## src/rtl/spa_pkg.sv

```systemverilog
package spa_pkg;

    localparam int PAL_COUNT = 16;
    localparam int PAL_COLORS = 15;
    localparam int IDX_W = 4;
    localparam int LEN_W = 5;
    localparam int COLOR_W = 16;
    localparam int COUNT_W = 8;

    localparam logic [1:0] ST_REUSED   = 2'd0;
    localparam logic [1:0] ST_NEW      = 2'd1;
    localparam logic [1:0] ST_NO_FREE  = 2'd2;
    localparam logic [1:0] ST_TOO_MANY = 2'd3;

    typedef logic [PAL_COLORS-1:0][COLOR_W-1:0] color_row_t;

    // Broadcast from the controller to every palette cell
    typedef struct packed {
        logic               cmp_en;
        logic               cmp_first;
        logic [IDX_W-1:0]   cmp_sel;
        logic [COLOR_W-1:0] color;
        logic               release_en;
        logic [IDX_W-1:0]   release_idx;
        logic               commit;
        logic [LEN_W-1:0]   req_len;
        color_row_t         req_colors;
    } cell_cmd_t;

    // Priority chain passed from cell to cell
    typedef struct packed {
        logic             free_seen;
        logic             found;
        logic [IDX_W-1:0] free_idx;
        logic [IDX_W-1:0] found_idx;
    } chain_t;

endpackage

```

## src/rtl/spa_cell.sv

```systemverilog
module spa_cell (
    input  logic                    aclk,
    input  logic                    aresetn,
    input  logic [spa_pkg::IDX_W-1:0] cell_idx,
    input  spa_pkg::cell_cmd_t      cmd,
    input  spa_pkg::chain_t         chain_in,
    output spa_pkg::chain_t         chain_out,
    input  logic                    found_any
);

    logic [spa_pkg::COLOR_W-1:0] colors_reg [spa_pkg::PAL_COLORS];
    logic [spa_pkg::COUNT_W-1:0] count_reg;
    logic                        match_reg;
    logic                        eq;
    logic                        free_here;
    logic                        found_here;
    logic                        take;
    logic                        fill;

    always_comb begin
        eq = (colors_reg[cmd.cmp_sel] == cmd.color);
        free_here = (count_reg == '0) && !chain_in.free_seen;
        found_here = !free_here && match_reg && !chain_in.found;
        fill = !found_any && free_here;
        take = found_here || fill;

        chain_out.free_seen = chain_in.free_seen || free_here;
        chain_out.found = chain_in.found || found_here;
        chain_out.free_idx = free_here ? cell_idx : chain_in.free_idx;
        chain_out.found_idx = found_here ? cell_idx : chain_in.found_idx;
    end

    always_ff @(posedge aclk) begin
        if (!aresetn) begin
            count_reg <= '0;
            match_reg <= 1'b0;
            for (int i = 0; i < spa_pkg::PAL_COLORS; i++) begin
                colors_reg[i] <= '0;
            end
        end else begin
            if (cmd.cmp_en) begin
                match_reg <= eq && (cmd.cmp_first || match_reg);
            end
            if (cmd.release_en && cmd.release_idx == cell_idx && count_reg != '0) begin
                count_reg <= count_reg - 1'b1;
            end
            if (cmd.commit && take && count_reg != '1) begin
                count_reg <= count_reg + 1'b1;
            end
            if (cmd.commit && fill) begin
                // copy only the colors this request supplied
                for (int i = 0; i < spa_pkg::PAL_COLORS; i++) begin
                    if (spa_pkg::LEN_W'(i) < cmd.req_len) begin
                        colors_reg[i] <= cmd.req_colors[i];
                    end
                end
            end
        end
    end

endmodule

```

## config.mk

```make
export PLATFORM = sky130hd
export DESIGN_NAME = spa_cell
export DESIGN_NICKNAME = d
export VERILOG_FILES = /design/src/rtl/spa_pkg.sv /design/src/rtl/spa_cell.sv
export SDC_FILE = /design/constraint.sdc
export NUM_CORES = 1
export LEC_CHECK = 0
export BUFFER_PORTS_ARGS = -buffer_cell sky130_fd_sc_hd__buf_4
export CAP_MARGIN = 25
export CORE_ASPECT_RATIO = 1.5
export CORE_MARGIN = 2
export CORE_UTILIZATION = 26
export CTS_CLUSTER_SIZE = 16
export DETAILED_ROUTE_END_ITERATION = 12
export PLACE_DENSITY_LB_ADDON = 0.2
export SYNTH_ARGS = -nofsm -noshare
export SYNTH_HDL_FRONTEND = slang
export SYNTH_SLANG_ARGS = --single-unit
```

## constraint.sdc

```tcl
create_clock -name aclk -period 5.7 [get_ports aclk]
set_clock_uncertainty 0.1 [all_clocks]
set_input_delay 1.14 -clock aclk [delete_from_list [all_inputs] [get_ports aclk]]
set_output_delay 1.14 -clock aclk [all_outputs]
set_load 0.02 [all_outputs]
```

==> impl_metrics.csv, run 1 <==
group,metric,value,unit
floorplanning,dieWidth,182.1,um
yosys,yosys-mux-area-fraction,0.1169,
yosys,synth_enable_flop_cells,240,
yosys,synthesized_nets,1198,
cts,max-clock-path-buffers,3,
drt,drt.antenna.violating_nets,0,
hold_path,timing.hold.worst.start,"count_reg[7]",
yosys,synth.lib_cells_used.distinct,68,
power_and_ir_drop,p_switching,1.349,mW
yosys,yosys_register_bits,249,
power_and_ir_drop,swShare,0.2642,
critical_path,critical_path.startpoint_type,"register",
critical_path,cp_data_required_time,6.08,ns
power_and_ir_drop,power.ir.vdd_worst,0.0001925,V
floorplanning,i_o_pins,300,
drt,detail_route.wirelength,40850,um
timing,slew_viol_final,0,
floorplanning,core_area,46850,um^2
drt,drtPass1Iterations,5,
cts,cts_sinks,249,
cts,cts-hold-fix-buffers,0,
global_route,globalRouteOverflowTotal,0,
cts,worst_skew_pair.late_latency,0.56,ns
power_and_ir_drop,clockPowerShare,0.345,
cells_and_area,max_reg_flops,240,
cts,clock_tree_from_tritoncts,"yes",
cells_and_area,final_cell_mix,"322 x sky130_fd_sc_hd__buf_4, 240 x sky130_fd_sc_hd__edfxtp_1, 226 x sky130_fd_sc_hd__and2_1",
timing,hold_viol_final,0,
placed_design,pre_cts_ws,1.493,ns
drt,route.detailed.drc,0,
timing,fmax,259.9,MHz
placed_design,globalplace.congestion,0.7808,
global_route,first_global_vias,9029,
cts,cts_repair_resize_count,0,
global_route,grt_first_pass_wirelength,58300,um
timing,setup_viol,0,
cells_and_area,fillCellCount,4668,
hold_path,timing.hold.worst_path_depth,2,
drt,routedLengthMet1,15600,um
power_and_ir_drop,cellLeakagePower,6.487,nW
global_route,antenna_found_initial,4,
drt,routed_via_density,4.524,
power_and_ir_drop,p_int,3.757,mW
yosys,yosys_warnings,0,
cells_and_area,area_growth,31.14,%
power_and_ir_drop,cellPowerDensity,314.7,nW/um^2
critical_path,critical_path_class,"register to register",
yosys,syn_area,12370,um^2
critical_path,r2r_start,"count_reg[1]",
timing,fin_ws,1.852,ns
drt,wl_per_cell,22.43,um
yosys,yosys.area_share.xor_xnor,0.02974,
yosys,dominant_combinational_cell_family_by_area_after_synthesis,"simple AND/OR/NAND/NOR gates",
critical_path,r2r_setup_slack,1.85,ns
power_and_ir_drop,pwr-share-comb,0.199,
power_and_ir_drop,p_seq_frac,0.457,
placed_design,place.detailed.hpwl,31060,um
run,max-cap-violations,0,
global_route,grt_start_max_net_pins,96,
timing,fin_crit_sh,0.6751,
critical_path,r2r.worst_path.cells,12,
cells_and_area,sequential_cell_area,7387,um^2
cells_and_area,drive_above_1_share,0.3587,
critical_path,worst-path-max-fanout,10,
yosys,synth_area_per_cell,13.75,um^2
global_route,grt_use_total,0.1633,
yosys,synth_compound_area_frac,0.04794,
placed_design,io_buffers,299,
cts,cts.reportedPaths.clkPinSlew,0.07,ns
yosys,postSynthCellCount,900,
cts,cts_made_buffers,26,
critical_path,timing.critical_path.slowest_cell_delay,0.51,ns
timing,tightest_slew,0.9764,ns
drt,wl_met3,2287,um
critical_path,reg_to_reg_end,"count_reg[7]",
timing,final_period_minus_worst_setup_slack,3.848,ns
cts,cts_setup_buffers,0,
yosys,postSynth.topFlopCell,"sky130_fd_sc_hd__edfxtp_1",
drt,vias,8239,
hold_path,hold_end,"count_reg[7]",
yosys,synth_simple_gate_area_share,0.1752,
critical_path,worst_path_max_delay_cell,"sky130_fd_sc_hd__nor4_1",
critical_path,crit_end_category,"register",
cells_and_area,nNetsFinal,1502,
floorplanning,die_area,49380,um^2
drt,initialDrtViolationCount,460,
drt,routed.top_layer,"met5",
cells_and_area,multiInputGateArea,4713,um^2
floorplanning,initial_core_util,0.2641,
yosys,synth-adder-area-share,0.008698,
floorplanning,die_height,271.2,um
timing,rsz_0062_raised_after_global_routing,"no",
timing,totalNegativeSetupSlack,0,ns
cts,total_number_of_h_tree_levels,1,
cells_and_area,most_common_library_cell_in_the_layout_ignoring_fill_and_taps,"sky130_fd_sc_hd__buf_4",
timing,slew_headroom,0.3399,
critical_path,cp_cell_sequence,"nor4_1 -> and3b_1 -> nor3_4 -> o221ai_2 -> ha_1 -> a21o_1 -> a21oi_1 -> o21ai_0 -> o41ai_1 -> xor2_1 -> or3_1 -> a21boi_1",
critical_path,worstPathArrival,4.23,ns
floorplanning,std_cell_rows,97,
drt,route.met2.wl,21600,um
hold_path,hp-class,"register to register",
run_status,status,"finished, final reports clean",
yosys,synth-seq-area-share,0.5971,
cts,cts.root.buffer_cell,"sky130_fd_sc_hd__clkbuf_16",
yosys,share_of_synthesized_flip_flops_with_an_asynchronous_set_or_reset,0,
## per-layer routing
metal,up-vias,GRT usage
li1,3897,-
met1,3955,0.1913
met2,327,0.3016
met3,58,0.02321
met4,2,0.05900
met5,-,0
## layout make-up
type | count | area share
Sequential cell | 249 | 0.4553
Timing Repair Buffer | 324 | 0.1504
Tap cell | 594 | 0.04581
Multi-Input combinational cell | 591 | 0.2905
Clock buffer | 34 | 0.04381
Antenna cell | 3 | 0.0004627
Clock inverter | 14 | 0.01087
Inverter | 12 | 0.002776
## through the flow
stage	hold WS, ns	util	area [um^2]	power, mW	std cells
floorplan	0.3702	-	12370	2.951	900
global route	0.4340	0.3463	16220	5.327	1821
global placement	0.4211	0.3264	15290	3.402	1766
detailed placement	0.4089	0.3270	15320	3.408	1769
CTS	0.4188	0.3460	16210	5.180	1817
finish	0.4197	0.3463	16220	5.105	1821
## critical path, delay by kind of cell (launching register included)
family	cells	cell delay, ns
simple gates	4	1.37
compound gates	6	1.46
xor+xnor	1	0.12
flops	1	0.37
fa+ha+maj	1	0.34
## power groups by stage
stage                     registers, mW  logic, mW  clock network (mW)
final                              2.33       1.01                1.76
after global placement             2.37       1.03                   0
after global routing               2.35       1.10                1.87
after floorplan                    2.34      0.609                   0
after CTS                          2.33       1.04                1.81
after detailed placement           2.37       1.04                   0
## synthesized netlist by cell type, types with 3 or more instances
| library cell | n | area, um^2 |
|---|---|---|
| sky130_fd_sc_hd__xor2_1 | 18 | 157.7 |
| sky130_fd_sc_hd__dfxtp_1 | 9 | 180.2 |
| sky130_fd_sc_hd__xnor2_1 | 24 | 210.2 |
| sky130_fd_sc_hd__and3_1 | 4 | 25.02 |
| sky130_fd_sc_hd__buf_1 | 3 | 11.26 |
| sky130_fd_sc_hd__ha_1 | 7 | 87.58 |
| sky130_fd_sc_hd__nand4_1 | 3 | 18.77 |
| sky130_fd_sc_hd__nor4_1 | 6 | 37.54 |
| sky130_fd_sc_hd__clkbuf_1 | 22 | 82.58 |
| sky130_fd_sc_hd__nand3_1 | 8 | 40.04 |
| sky130_fd_sc_hd__buf_6 | 6 | 67.56 |
| sky130_fd_sc_hd__a21o_1 | 7 | 52.55 |
| sky130_fd_sc_hd__nor2b_1 | 29 | 181.4 |
| sky130_fd_sc_hd__a211oi_1 | 9 | 67.56 |
| sky130_fd_sc_hd__o21bai_1 | 3 | 22.52 |
| sky130_fd_sc_hd__a31oi_1 | 3 | 18.77 |
| sky130_fd_sc_hd__buf_4 | 4 | 30.03 |
| sky130_fd_sc_hd__mux4_2 | 36 | 810.8 |
| sky130_fd_sc_hd__nor3_1 | 4 | 20.02 |
| sky130_fd_sc_hd__nand2b_1 | 9 | 56.30 |
| sky130_fd_sc_hd__mux2i_1 | 44 | 440.4 |
| sky130_fd_sc_hd__a21oi_1 | 15 | 75.07 |
| sky130_fd_sc_hd__inv_1 | 11 | 41.29 |
| sky130_fd_sc_hd__o22ai_1 | 9 | 56.30 |
| sky130_fd_sc_hd__o211ai_1 | 8 | 60.06 |
| sky130_fd_sc_hd__o21ai_0 | 15 | 75.07 |
| sky130_fd_sc_hd__a22oi_1 | 4 | 30.03 |
| sky130_fd_sc_hd__buf_2 | 13 | 65.06 |
| sky130_fd_sc_hd__nand2_1 | 21 | 78.83 |
| sky130_fd_sc_hd__mux2_2 | 16 | 180.2 |
| sky130_fd_sc_hd__and2_1 | 226 | 1414 |
| sky130_fd_sc_hd__or3_1 | 6 | 37.54 |
| sky130_fd_sc_hd__nor2_1 | 20 | 75.07 |
| sky130_fd_sc_hd__edfxtp_1 | 240 | 7207 |
## how the worst max path moves through the flow
| stage | startpoint | endpoint | slack (ns) | cells past startpoint |
|---|---|---|---|---|
| after global placement | chain_in[9] | count_reg[7] | 1.53 | 12 |
| after detailed placement | chain_in[9] | count_reg[7] | 1.49 | 12 |
| after floorplan | chain_in[9] | count_reg[7] | 1.99 | 12 |
| final | count_reg[1] | count_reg[7] | 1.85 | 12 |
| after global routing | count_reg[1] | count_reg[7] | 1.60 | 12 |
| after CTS | count_reg[1] | count_reg[7] | 1.84 | 12 |
## kinds of logic after synthesis
logic type | after synthesis
compound gates | 87
simple gates | 357
fa+ha+maj | 8
xor+xnor | 42
mux | 97
flops | 249
buf+inv | 60
Power figures use the tool's default switching activity.
==> inputs of run 2 (changes only) <==
- clock period: 5.7 -> 3.3 ns (I/O delays scaled with it)
==> impl_metrics.csv, run 2 (synthesis results as in run 1) <==
group,metric,value,unit
power_and_ir_drop,cellPowerDensity,544.0,nW/um^2
timing,fin_crit_sh,0.9086,
cells_and_area,fillCellCount,4634,
placed_design,place.detailed.hpwl,31750,um
global_route,antenna_found_initial,1,
floorplanning,die_height,271.2,um
cts,cts_sinks,249,
critical_path,reg_to_reg_end,"count_reg[7]",
cts,max-clock-path-buffers,3,
cts,cts.reportedPaths.clkPinSlew,0.06,ns
global_route,globalRouteOverflowTotal,0,
drt,vias,8343,
critical_path,cp_data_required_time,3.68,ns
critical_path,cp_cell_sequence,"nor4_4 -> and3b_2 -> nor3_4 -> o221ai_2 -> buf_6 -> ha_1 -> a21oi_2 -> o21ai_0 -> o41ai_2 -> xor2_1 -> or3_1 -> a21boi_1",
critical_path,critical_path_class,"register to register",
timing,slew_viol_final,0,
cts,cts.root.buffer_cell,"sky130_fd_sc_hd__clkbuf_16",
drt,routed_via_density,4.527,
global_route,first_global_vias,9250,
critical_path,r2r_start,"count_reg[5]",
cts,total_number_of_h_tree_levels,1,
cells_and_area,max_reg_flops,240,
floorplanning,die_area,49380,um^2
power_and_ir_drop,power.ir.vdd_worst,0.0003579,V
critical_path,timing.critical_path.slowest_cell_delay,0.37,ns
hold_path,timing.hold.worst_path_depth,2,
timing,slew_headroom,0.4680,
drt,drtPass1Iterations,5,
timing,hold_viol_final,0,
floorplanning,std_cell_rows,97,
drt,drt.antenna.violating_nets,0,
critical_path,worstPathArrival,3.37,ns
placed_design,globalplace.congestion,0.8024,
hold_path,hp-class,"input port to register",
critical_path,critical_path.startpoint_type,"register",
critical_path,worst_path_max_delay_cell,"sky130_fd_sc_hd__dfxtp_1",
timing,rsz_0062_raised_after_global_routing,"no",
cells_and_area,nNetsFinal,1529,
global_route,grt_first_pass_wirelength,59130,um
global_route,grt_util_met2,0.3169,
critical_path,crit_end_category,"register",
cells_and_area,drive_above_1_share,0.3723,
global_route,global_route.usage.met3,0.02348,
hold_path,hold_end,"colors_reg[6][8]",
hold_path,timing.hold.worst.start,"cmd[104]",
cells_and_area,final_cell_mix,"345 x sky130_fd_sc_hd__buf_4, 240 x sky130_fd_sc_hd__edfxtp_1, 226 x sky130_fd_sc_hd__and2_1",
drt,detail_route.wirelength,41490,um
cts,cts-hold-fix-buffers,0,
floorplanning,core_area,46850,um^2
critical_path,r2r.worst_path.cells,12,
timing,fmax,333.5,MHz
drt,route.detailed.drc,0,
cells_and_area,sequential_cell_area,7387,um^2
drt,wl_per_cell,22.51,um
power_and_ir_drop,cellLeakagePower,6.644,nW
critical_path,r2r_setup_slack,0.30,ns
timing,setup_viol,0,
critical_path,crit_buf_inv,1,
floorplanning,initial_core_util,0.2641,
cells_and_area,most_common_library_cell_in_the_layout_ignoring_fill_and_taps,"sky130_fd_sc_hd__buf_4",
critical_path,worst-path-max-fanout,9,
drt,initialDrtViolationCount,496,
timing,totalNegativeSetupSlack,0,ns
cts,worst_skew_pair.late_latency,0.55,ns
run,max-cap-violations,0,
critical_path,cp_top_family,"simple AND/OR/NAND/NOR gates",
cts,cts_made_buffers,27,
cells_and_area,core_occupancy_in_the_finished_layout,0.3520,
timing,final_period_minus_worst_setup_slack,2.998,ns
global_route,grt_most_used_layer,"met2",
floorplanning,i_o_pins,300,
global_route,groute.layer.met1.usage,0.1914,
cells_and_area,antenna_cells_inserted,0,
cts,clock_tree_from_tritoncts,"yes",
timing,tightest_slew,0.7980,ns
run_status,status,"finished, final reports clean",
cells_and_area,area_growth,33.32,%
global_route,grt_use_total,0.1659,
cells_and_area,multiInputGateArea,4756,um^2
floorplanning,dieWidth,182.1,um
global_route,grt_start_max_net_pins,93,
placed_design,io_buffers,299,
==> run 2: changes by cell type in the layout (fill, tap and decap cells not counted), sizes merged <==
cell	previous run	this run
clkinv	8	7
diode	3	0
bufinv	3	4
buf	324	350
clkinvlp	2	1
clkbuf	34	33
inv	13	14
==> run 2: worst max-delay path by stage <==
stage | depth (start not counted) | endpoint | startpoint
final | 12 | count_reg[7] | count_reg[5]
after global routing | 12 | count_reg[7] | count_reg[5]
after CTS | 12 | count_reg[7] | count_reg[2]
after detailed placement | 12 | count_reg[7] | count_reg[5]
after global placement | 12 | count_reg[7] | count_reg[5]
after floorplan | 13 | count_reg[7] | count_reg[1]
==> run 2: area by class of cell <==
class | count | area share
flip-flops and latches | 249 | 0.4479
clock buffers | 33 | 0.04233
multi-input cells | 591 | 0.2884
clock inverters | 14 | 0.01055
repair buffers | 350 | 0.1630
inverters | 12 | 0.002731
well taps | 594 | 0.04506
==> run 2: what timing repair did <==
| action | CTS | global route |
|---|---|---|
| hold endpoints to repair | 0 | 0 |
| setup endpoints to repair | 1 | 2 |
| setup buffers | 0 | 0 |
| resized for setup | 1 | 7 |
==> run 2: worst reg2reg max path: stages (launching register included) <==
cell	delay, ns
sky130_fd_sc_hd__dfxtp_1	0.37
sky130_fd_sc_hd__nor4_4	0.32
sky130_fd_sc_hd__and3b_2	0.27
sky130_fd_sc_hd__nor3_4	0.05
sky130_fd_sc_hd__o221ai_2	0.18
sky130_fd_sc_hd__buf_6	0.18
sky130_fd_sc_hd__ha_1	0.28
sky130_fd_sc_hd__a21oi_2	0.19
sky130_fd_sc_hd__o21ai_0	0.15
sky130_fd_sc_hd__o41ai_2	0.26
sky130_fd_sc_hd__xor2_1	0.12
sky130_fd_sc_hd__or3_1	0.32
sky130_fd_sc_hd__a21boi_1	0.14
==> run 2: per-layer routing <==
layer	routed length [um]	up-vias
met3	2081	47
met1	15920	4062
met4	874	2
met5	16	-
met2	22600	274
li1	-	3958
==> run 2: report_power, final <==
part	leakage (nW)	internal (mW)	switching, mW	total (mW)
sequential	2.55	3.90	0.131	4.03
clock	0.421	1.81	1.25	3.06
combinational	3.67	0.920	0.960	1.88
total	6.64	6.63	2.34	8.97
==> run 2: per-stage QoR <==
step | hold WS, ns | instance area, um^2 | cells | worst slack, ns | total power [mW]
after floorplan | 0.3702 | 12370 | 900 | 0.003157 | 5.097
after global placement | 0.3956 | 15550 | 1795 | -0.07009 | 5.941
after detailed placement | 0.3948 | 15570 | 1796 | -0.02758 | 5.963
after CTS | 0.2560 | 16450 | 1843 | 0.02176 | 9.048
after global routing | 0.2703 | 16490 | 1843 | 0.03986 | 9.355
final | 0.2906 | 16490 | 1843 | 0.3017 | 8.972
